===== config.mk =====
export PLATFORM = sky130hd
export DESIGN_NAME = ultrasonic_range_stop_controller_unit
export DESIGN_NICKNAME = d
export VERILOG_FILES = /design/src/sv/ursc_pkg.sv /design/src/sv/ursc_step.sv /design/src/sv/ultrasonic_range_stop_controller_unit.sv
export SDC_FILE = /design/constraint.sdc
export NUM_CORES = 1
export LEC_CHECK = 0
export BUFFER_PORTS_ARGS = -buffer_cell sky130_fd_sc_hd__buf_2
export CAP_MARGIN = 20
export CORE_AREA = 5 5 133 135
export DETAILED_ROUTE_END_ITERATION = 10
export DIE_AREA = 0 0 138 140
export GPL_TIMING_DRIVEN = 0
export PLACE_DENSITY = 0.8
export REMOVE_ABC_BUFFERS = 1
export SKIP_CTS_REPAIR_TIMING = 1
export SLEW_MARGIN = 20
export SYNTH_ARGS = -nofsm -noshare
export SYNTH_HDL_FRONTEND = slang
export SYNTH_SLANG_ARGS = --single-unit

===== constraint.sdc =====
create_clock -name i_clk -period 7.6 [get_ports i_clk]
set_clock_uncertainty 0.2 [all_clocks]
set_input_delay 1.52 -clock i_clk [delete_from_list [all_inputs] [get_ports i_clk]]
set_output_delay 1.52 -clock i_clk [all_outputs]
set_load 0.05 [all_outputs]

===== src/sv/ursc_pkg.sv =====
// Shared types, codes and constants for the ultrasonic range and stop controller.
`timescale 1ns / 1ps

package ursc_pkg;

    // Field widths
    localparam int TIMEOUT_W = 16;
    localparam int SETTLE_W  = 8;
    localparam int TRIG_W    = 8;
    localparam int DIST_W    = 18;
    localparam int PULSE_W   = 16;
    localparam int SPEED_W   = 7;
    localparam int CNT_W     = 16;

    // Distance scale: cm in Q8 per microsecond of echo, times 256
    localparam int SCALE_W = 11;
    localparam int PROD_W  = PULSE_W + SCALE_W;
    localparam logic [SCALE_W-1:0] DIST_SCALE = 11'd1124;
    localparam logic [DIST_W-1:0]  DIST_MAX   = 18'h3FFFF;
    localparam logic [SPEED_W-1:0] SPEED_MAX  = 7'd100;

    // Register reset values
    localparam logic [TIMEOUT_W-1:0] RST_ECHO_TIMEOUT = 16'd30000;
    localparam logic [SETTLE_W-1:0]  RST_SETTLE_LOW   = 8'd2;
    localparam logic [TRIG_W-1:0]    RST_TRIG_HIGH    = 8'd10;
    localparam logic [DIST_W-1:0]    RST_CLOSE_THR    = 18'd6400;
    localparam logic [SPEED_W-1:0]   RST_DRIVE_SPEED  = 7'd80;

    // Register indexes on the configuration port
    localparam int REG_IDX_W = 3;
    localparam logic [REG_IDX_W-1:0] REG_ECHO_TIMEOUT = 3'd0;
    localparam logic [REG_IDX_W-1:0] REG_SETTLE_LOW   = 3'd1;
    localparam logic [REG_IDX_W-1:0] REG_TRIG_HIGH    = 3'd2;
    localparam logic [REG_IDX_W-1:0] REG_CLOSE_THR    = 3'd3;
    localparam logic [REG_IDX_W-1:0] REG_DRIVE_SPEED  = 3'd4;

    // Input operation codes
    localparam logic OP_TICK  = 1'b0;
    localparam logic OP_START = 1'b1;

    typedef enum logic [2:0] {
        PH_IDLE,
        PH_SETTLE,
        PH_TRIG,
        PH_WAITHI,
        PH_MEASURE
    } t_phase;

    typedef enum logic [1:0] {
        ST_OK,
        ST_START_TIMEOUT,
        ST_END_TIMEOUT
    } t_status;

    typedef enum logic [1:0] {
        CMD_NONE,
        CMD_STOP,
        CMD_RUN
    } t_motor_cmd;

    typedef struct packed {
        logic [TIMEOUT_W-1:0] echo_timeout;
        logic [SETTLE_W-1:0]  settle_low;
        logic [TRIG_W-1:0]    trig_high;
        logic [DIST_W-1:0]    close_thr;
        logic [SPEED_W-1:0]   drive_speed;
    } t_cfg;

    typedef struct packed {
        t_phase           phase;
        logic [CNT_W-1:0] counter;
        logic             running;
    } t_state;

    typedef struct packed {
        logic               running;
        logic [SPEED_W-1:0] speed;
        t_motor_cmd         cmd;
        logic [DIST_W-1:0]  distance;
        logic [PULSE_W-1:0] pulse;
        t_status            status;
        logic               done;
        logic               busy;
        logic               trigger;
    } t_result;

endpackage


===== src/sv/ursc_step.sv =====
// One-item state update: trigger sequencing, echo timing, distance and motor supervision.
`timescale 1ns / 1ps

module ursc_step (
    input  ursc_pkg::t_cfg    i_cfg,
    input  ursc_pkg::t_state  i_state,
    input  logic              i_op,
    input  logic              i_echo,
    output ursc_pkg::t_state  o_state,
    output ursc_pkg::t_result o_res
);
    import ursc_pkg::*;

    t_state              n_state;
    t_result             res;
    logic [CNT_W-1:0]    cnt_inc;
    logic [PROD_W-1:0]   prod;
    logic [PROD_W-9:0]   scaled;
    logic [DIST_W-1:0]   dist_sat;
    logic                done;
    t_status             status;
    logic                too_close;

    // Scale the running count into a saturated Q8 distance
    assign cnt_inc = i_state.counter + {{(CNT_W-1){1'b0}}, 1'b1};
    assign prod    = {{SCALE_W{1'b0}}, i_state.counter} * {{PULSE_W{1'b0}}, DIST_SCALE};
    assign scaled  = prod[PROD_W-1:8];
    assign dist_sat = (scaled > {1'b0, DIST_MAX}) ? DIST_MAX : scaled[DIST_W-1:0];

    // Advance the measurement sequence
    always_comb begin
        n_state = i_state;
        done    = 1'b0;
        status  = ST_OK;
        if (i_op == OP_START) begin
            if (i_state.phase == PH_IDLE) begin
                n_state.phase   = (i_cfg.settle_low == '0) ? PH_TRIG : PH_SETTLE;
                n_state.counter = '0;
            end
        end else begin
            unique case (i_state.phase)
                PH_IDLE: begin
                end
                PH_SETTLE: begin
                    n_state.counter = cnt_inc;
                    if (cnt_inc >= {{(CNT_W-SETTLE_W){1'b0}}, i_cfg.settle_low}) begin
                        n_state.phase   = PH_TRIG;
                        n_state.counter = '0;
                    end
                end
                PH_TRIG: begin
                    n_state.counter = cnt_inc;
                    if (cnt_inc >= {{(CNT_W-TRIG_W){1'b0}}, i_cfg.trig_high}) begin
                        n_state.phase   = PH_WAITHI;
                        n_state.counter = '0;
                    end
                end
                PH_WAITHI: begin
                    if (i_echo) begin
                        n_state.phase   = PH_MEASURE;
                        n_state.counter = '0;
                    end else begin
                        n_state.counter = cnt_inc;
                        if (cnt_inc >= i_cfg.echo_timeout) begin
                            done   = 1'b1;
                            status = ST_START_TIMEOUT;
                        end
                    end
                end
                PH_MEASURE: begin
                    if (!i_echo) begin
                        done = 1'b1;
                    end else begin
                        n_state.counter = cnt_inc;
                        if (cnt_inc >= i_cfg.echo_timeout) begin
                            done   = 1'b1;
                            status = ST_END_TIMEOUT;
                        end
                    end
                end
                default: begin
                    n_state.phase   = PH_IDLE;
                    n_state.counter = '0;
                end
            endcase
        end

        // Build the result and run the stop/resume supervisor on completion
        res        = '0;
        res.done   = done;
        res.status = status;
        res.cmd    = CMD_NONE;
        if (done && status == ST_OK) begin
            res.pulse    = i_state.counter;
            res.distance = dist_sat;
        end
        too_close = (status != ST_OK) || (res.distance < i_cfg.close_thr);
        if (done) begin
            n_state.phase   = PH_IDLE;
            n_state.counter = '0;
            if (too_close && i_state.running) begin
                res.cmd         = CMD_STOP;
                n_state.running = 1'b0;
            end else if (!too_close && !i_state.running) begin
                res.cmd         = CMD_RUN;
                res.speed       = (i_cfg.drive_speed > SPEED_MAX) ? SPEED_MAX
                                                                  : i_cfg.drive_speed;
                n_state.running = 1'b1;
            end
        end
        res.trigger = (n_state.phase == PH_TRIG);
        res.busy    = (n_state.phase != PH_IDLE);
        res.running = n_state.running;
    end

    assign o_state = n_state;
    assign o_res   = res;

endmodule


===== src/sv/ultrasonic_range_stop_controller_unit.sv =====
// Top level: stream ports, configuration registers, pipeline registers and supervisor state.
`timescale 1ns / 1ps

// Ultrasonic echo ranger with motor stop/resume supervision. Each input transaction is a
// one-microsecond tick (tuser 0) carrying the sampled echo level, or a start request
// (tuser 1). Every input transaction yields exactly one output transaction with the trigger
// pin level, busy/done flags, and on completion the status, pulse width, Q8 distance and any
// motor command. The block sustains one transaction per clock cycle while the output is not
// stalled: the whole per-item state update is one pass of logic between an input register
// and an output register. Backpressure on the output stalls the input side only once both
// registers are full. Configuration must be written by the user over the APB-style port only
// while no transaction is in flight; the block itself does not enforce this.
module ultrasonic_range_stop_controller_unit (
    input  logic        i_clk,
    input  logic        i_rst_n,
    // slave stream
    input  logic        i_s_axis_tvalid,
    output logic        o_s_axis_tready,
    input  logic [7:0]  i_s_axis_tdata,   // [0] echo_level, [7:1] zero
    input  logic [0:0]  i_s_axis_tuser,   // [0] op
    // master stream
    output logic        o_m_axis_tvalid,
    input  logic        i_m_axis_tready,
    // [0] trigger_level, [1] busy_res, [2] done_res, [4:3] status, [20:5] pulse_us,
    // [38:21] distance_q8, [40:39] motor_cmd, [47:41] motor_speed, [48] motors_running,
    // [55:49] zero
    output logic [55:0] o_m_axis_tdata,
    // configuration
    input  logic        psel,
    input  logic        penable,
    input  logic        pwrite,
    input  logic [4:0]  paddr,
    input  logic [31:0] pwdata,
    output logic [31:0] prdata,
    output logic        pready
);
    import ursc_pkg::*;

    t_cfg    r_cfg;
    t_state  r_state;
    t_state  n_state;
    t_result n_res;
    t_result r_out;
    logic    r_in_valid;
    logic    r_in_op;
    logic    r_in_echo;
    logic    r_out_valid;
    logic    adv;
    logic    cfg_wr;
    logic [REG_IDX_W-1:0] cfg_idx;

    // Handshake: advance the input stage whenever the output register can take it
    assign adv             = r_in_valid && (!r_out_valid || i_m_axis_tready);
    assign o_s_axis_tready = !r_in_valid || adv;
    assign o_m_axis_tvalid = r_out_valid;
    assign o_m_axis_tdata  = {7'b0, r_out};

    // Configuration port
    assign pready  = 1'b1;
    assign cfg_wr  = psel && penable && pwrite && pready;
    assign cfg_idx = paddr[4:2];

    always_ff @(posedge i_clk) begin
        if (!i_rst_n) begin
            r_cfg.echo_timeout <= RST_ECHO_TIMEOUT;
            r_cfg.settle_low   <= RST_SETTLE_LOW;
            r_cfg.trig_high    <= RST_TRIG_HIGH;
            r_cfg.close_thr    <= RST_CLOSE_THR;
            r_cfg.drive_speed  <= RST_DRIVE_SPEED;
        end else if (cfg_wr) begin
            unique case (cfg_idx)
                REG_ECHO_TIMEOUT: r_cfg.echo_timeout <= pwdata[TIMEOUT_W-1:0];
                REG_SETTLE_LOW:   r_cfg.settle_low   <= pwdata[SETTLE_W-1:0];
                REG_TRIG_HIGH:    r_cfg.trig_high    <= pwdata[TRIG_W-1:0];
                REG_CLOSE_THR:    r_cfg.close_thr    <= pwdata[DIST_W-1:0];
                REG_DRIVE_SPEED:  r_cfg.drive_speed  <= pwdata[SPEED_W-1:0];
                default: begin
                end
            endcase
        end
    end

    // Register readback
    always_comb begin
        unique case (cfg_idx)
            REG_ECHO_TIMEOUT: prdata = {{(32-TIMEOUT_W){1'b0}}, r_cfg.echo_timeout};
            REG_SETTLE_LOW:   prdata = {{(32-SETTLE_W){1'b0}}, r_cfg.settle_low};
            REG_TRIG_HIGH:    prdata = {{(32-TRIG_W){1'b0}}, r_cfg.trig_high};
            REG_CLOSE_THR:    prdata = {{(32-DIST_W){1'b0}}, r_cfg.close_thr};
            REG_DRIVE_SPEED:  prdata = {{(32-SPEED_W){1'b0}}, r_cfg.drive_speed};
            default:          prdata = '0;
        endcase
    end

    // Capture the input transaction
    always_ff @(posedge i_clk) begin
        if (!i_rst_n) begin
            r_in_valid <= 1'b0;
        end else if (o_s_axis_tready) begin
            r_in_valid <= i_s_axis_tvalid;
        end
    end

    always_ff @(posedge i_clk) begin
        if (o_s_axis_tready && i_s_axis_tvalid) begin
            r_in_op   <= i_s_axis_tuser[0];
            r_in_echo <= i_s_axis_tdata[0];
        end
    end

    ursc_step u_step (
        .i_cfg   (r_cfg),
        .i_state (r_state),
        .i_op    (r_in_op),
        .i_echo  (r_in_echo),
        .o_state (n_state),
        .o_res   (n_res)
    );

    // Commit state and result as the item moves to the output register
    always_ff @(posedge i_clk) begin
        if (!i_rst_n) begin
            r_state.phase   <= PH_IDLE;
            r_state.counter <= '0;
            r_state.running <= 1'b1;
            r_out_valid     <= 1'b0;
        end else begin
            if (adv) begin
                r_state <= n_state;
            end
            if (adv) begin
                r_out_valid <= 1'b1;
            end else if (i_m_axis_tready) begin
                r_out_valid <= 1'b0;
            end
        end
    end

    always_ff @(posedge i_clk) begin
        if (adv) begin
            r_out <= n_res;
        end
    end

    // A finished measurement leaves the sequencer idle
    a_done_idle: assert property (@(posedge i_clk) disable iff (!i_rst_n)
        adv && n_res.done |=> r_state.phase == PH_IDLE && r_state.counter == '0)
        else $error("sequencer not idle after a finished measurement");

    // A stop command clears the running flag, a run command sets it
    a_stop_flag: assert property (@(posedge i_clk) disable iff (!i_rst_n)
        adv && n_res.cmd == CMD_STOP |=> !r_state.running)
        else $error("running flag still set after stop command");

    a_run_flag: assert property (@(posedge i_clk) disable iff (!i_rst_n)
        adv && n_res.cmd == CMD_RUN |=> r_state.running)
        else $error("running flag clear after run command");

    // Input side stalls only while both pipeline registers are occupied
    a_stall_full: assert property (@(posedge i_clk) disable iff (!i_rst_n)
        !o_s_axis_tready |-> r_in_valid && r_out_valid && !i_m_axis_tready)
        else $error("input stalled with room in the pipeline");

    // Trigger pin in the result matches the phase the item left behind
    a_trig_phase: assert property (@(posedge i_clk) disable iff (!i_rst_n)
        adv |=> r_out.trigger == (r_state.phase == PH_TRIG))
        else $error("trigger level disagrees with sequencer phase");

endmodule

==> flow_metrics.tcl <==
set metrics [dict create \
    status "complete, no violations" \
    ff2ff_setup_slack_ns 0.68 \
    cpPeakStageDelay_ns 0.66 \
    syn_inst 1011 \
    layout_min_cycle_time_ns 6.92 \
    fin_ws_ns 0.682 \
    tritoncts "yes" \
    multiInputGateArea_mm2 0.00552 \
    startpoint_type "register" \
    wirelength_um 23900 \
    antenna_left 0 \
    comb_power_share_pct 10.0 \
    synth_area_mm2 0.00932 \
    fp.dieH_um 140 \
    synthDistinctLibCells 64 \
    cp-startpoint "r_state[1]" \
    ys_warn_count 0 \
    grt_pass1_wl_um 38800 \
    htree_levels 4 \
    tightest_slew_ns 1.05 \
    regArea_mm2 0.00311 \
    antenna_found_initial 0 \
    synthArstFlopShare_pct 0 \
    track_usage_pct 24.8 \
    num_antenna_cells 0 \
    finalNonFillerCells 1325 \
    grt_max_degree 66 \
    grt_pass1_vias 7499 \
    post-place-ws_ns 0.765 \
    power.density_mw_per_mm2 169 \
    io_pins 144 \
    avgSynthCellArea_um2 9.22 \
    firstDrtPassIters 6 \
    portBuffers 98 \
    vias 7572 \
    power.leakage_nw 4.80 \
    cts.sinks 130 \
    drc 0 \
    synth-seq-cells 130 \
    synth_top_flop_cell "dfxtp_1" \
    hold_depth 2 \
    end_kind "register" \
    hpwl_um 17900 \
    hold_ws_ns 0.291 \
    dp.cells 1293 \
    drv_cap 0 \
    crit_type "reg -> reg" \
    core_mm2 0.0163 \
    sw_frac_of_total_pct 26.4 \
    grt_overflow 0 \
    start_util_pct 57.0 \
    cts.path.max_buffers 2 \
    hold_path_class "reg -> reg" \
    r2r-start "r_state[1]" \
    worstPathRequired_ns 7.55 \
    clkLatencyLatePin_ns 0.43 \
    drt_iter0_markers 669 \
    final-hold-violation-count 0 \
    p_int_mw 1.31 \
    critical-path-slowest-cell "dfxtp_1" \
    place.gp.congestion 0.936 \
    via_per_inst 5.71 \
    p_sw_uw 470 \
    final_common_cell "inv_1" \
    die_area_mm2 0.0193 \
    pwr-share-clk_pct 48.0 \
    max-slew-margin-rel_pct 30.0 \
    final_layout_size_suffix_gt1_share_pct 14.5 \
    r2r_cells 23 \
    utilization_pct 64.3 \
    clkTransAtPathRegs_ns 0.06 \
    r2r-end "o_m_axis_tdata[48]" \
    peakVddDrop_mv 0.135 \
    fillCellCount 1328 \
    crit_top_cell "ha_1" \
    die_width_um 138 \
    pwr-share-seq_pct 42.1 \
    fin_nets 1284 \
    fmax_ghz 0.145 \
    wl_per_cell_um 18.1 \
    seq_area_frac_synth_pct 33.4 \
    period_share_pct 91.0 \
    std_cell_rows 47 \
    holdCritStartpoint "r_cfg[47]" \
    rsz0062_at_grt "false" \
    area_delta_synth_final_pct 12.7 \
    cts_made_buffers 17 \
    arrival_ns 6.87 \
    crit_chain "ha_1 -> ha_1 -> ha_1 -> ha_1 -> and4_2 -> fa_1 -> a21o_1 -> a21oi_1 -> o21ai_0 -> a31oi_1 -> nand2b_1 -> a21oi_1 -> xor2_1 -> a21oi_1 -> ha_1 -> a21o_1 -> a21o_1 -> a211oi_1 -> o21bai_1 -> a31oi_1 -> nand4b_1 -> o21ai_2 -> o21ai_0" \
    worst-path-max-fanout 13 \
    setup_violations 0 \
    most-common-layout-cells "118 x inv_1, 116 x ha_1, 113 x nand2_1" \
    clockRootBuffer "clkbuf_16" \
    maxSlewViolCount 0 \
    crit_end "o_m_axis_tdata[48]" \
    synth-edff-count 51 \
    setup-tns-final_ns 0 \
]
-- worst max-delay path, delay by kind of cell (launching register included) --
| family | cells | cell delay [ns] |
|---|---|---|
| fa+ha+maj | 6 | 2.14 |
| simple gates | 3 | 0.57 |
| compound gates | 13 | 2.86 |
| flops | 1 | 0.66 |
| xor+xnor | 1 | 0.20 |
-- sequential cells by signal (all words and copies together), names as in the netlist --
name             count
r_state             20
r_in_op              1
r_in_echo            1
o_m_axis_tvalid      1
o_m_axis_tdata      49
r_in_valid           1
r_cfg               57
-- worst min-delay path by stage --
stage	to	slack [ns]
2_1_floorplan	r_cfg[23]	0.25
6_report	r_cfg[47]	0.29
5_1_grt	r_cfg[44]	0.31
3_5_place_dp	r_cfg[21]	0.28
3_3_place_gp	r_cfg[10]	0.27
4_1_cts	r_cfg[21]	0.29
-- per-layer routing --
metal  vias to the layer above  track usage, %  wire length, um
met4                         0            8.11              488
met2                       274            40.7            11400
met1                      3597            32.9            10400
met3                        34            5.25             1610
met5                         -               0                0
li1                       3667               -                -
-- cell usage after synthesis, drive strengths merged, types with 10 or more instances --
cell type / instances / area, um^2
inv: 119 / 447
ha: 116 / 1450
nand2: 113 / 424
dfxtp: 79 / 1580
edfxtp: 51 / 1530
a21oi: 44 / 224
o21ai: 37 / 189
nor2: 34 / 128
buf: 31 / 230
clkbuf: 30 / 113
nor2b: 28 / 175
a21boi: 27 / 206
fa: 23 / 460
mux2i: 23 / 230
o211ai: 23 / 178
a22oi: 22 / 165
and2: 22 / 139
xnor2: 20 / 175
a21o: 17 / 128
nor3: 16 / 91.3
a31oi: 12 / 75.1
nand4: 12 / 87.6
xor2: 11 / 96.3
nand3: 10 / 50.1
-- power groups by stage --
stage	clock network [mW]	registers (mW)	logic, mW
floorplan	0	0.804	0.0805
global placement	0	0.764	0.171
detailed placement	0	0.764	0.175
CTS	0.860	0.749	0.176
global route	0.892	0.751	0.186
finish	0.854	0.749	0.177
-- area by class of cell --
type                    count  share of cell area, %
clock buffers              22                   4.73
clock inverters            10                   1.14
inverters                 119                   4.25
multi-input cells         721                   52.5
flip-flops and latches    130                   29.6
well taps                 220                   2.62
repair buffers            103                   5.14
-- through the flow --
stage          cell area, um^2  total power, mW
2_1_floorplan             9050            0.885
3_3_place_gp              9820            0.935
3_5_place_dp              9890            0.939
4_1_cts                  10500             1.79
5_1_grt                  10500             1.83
6_report                 10500             1.78
-- cell families after synthesis --
kind of cell               Yosys count  synth area share (%)
adders and majority gates          139                  20.5
DFF                                130                  33.4
AOI/OAI and AO/OA                  229                  16.8
muxes                               25                  2.83
buffers and inverters              180                  8.47
other                                2                0.0806
xor gates and xnor gates            31                  2.91
and+or+nand+nor                    275                  15.0
(Power assumes the default switching activity.)
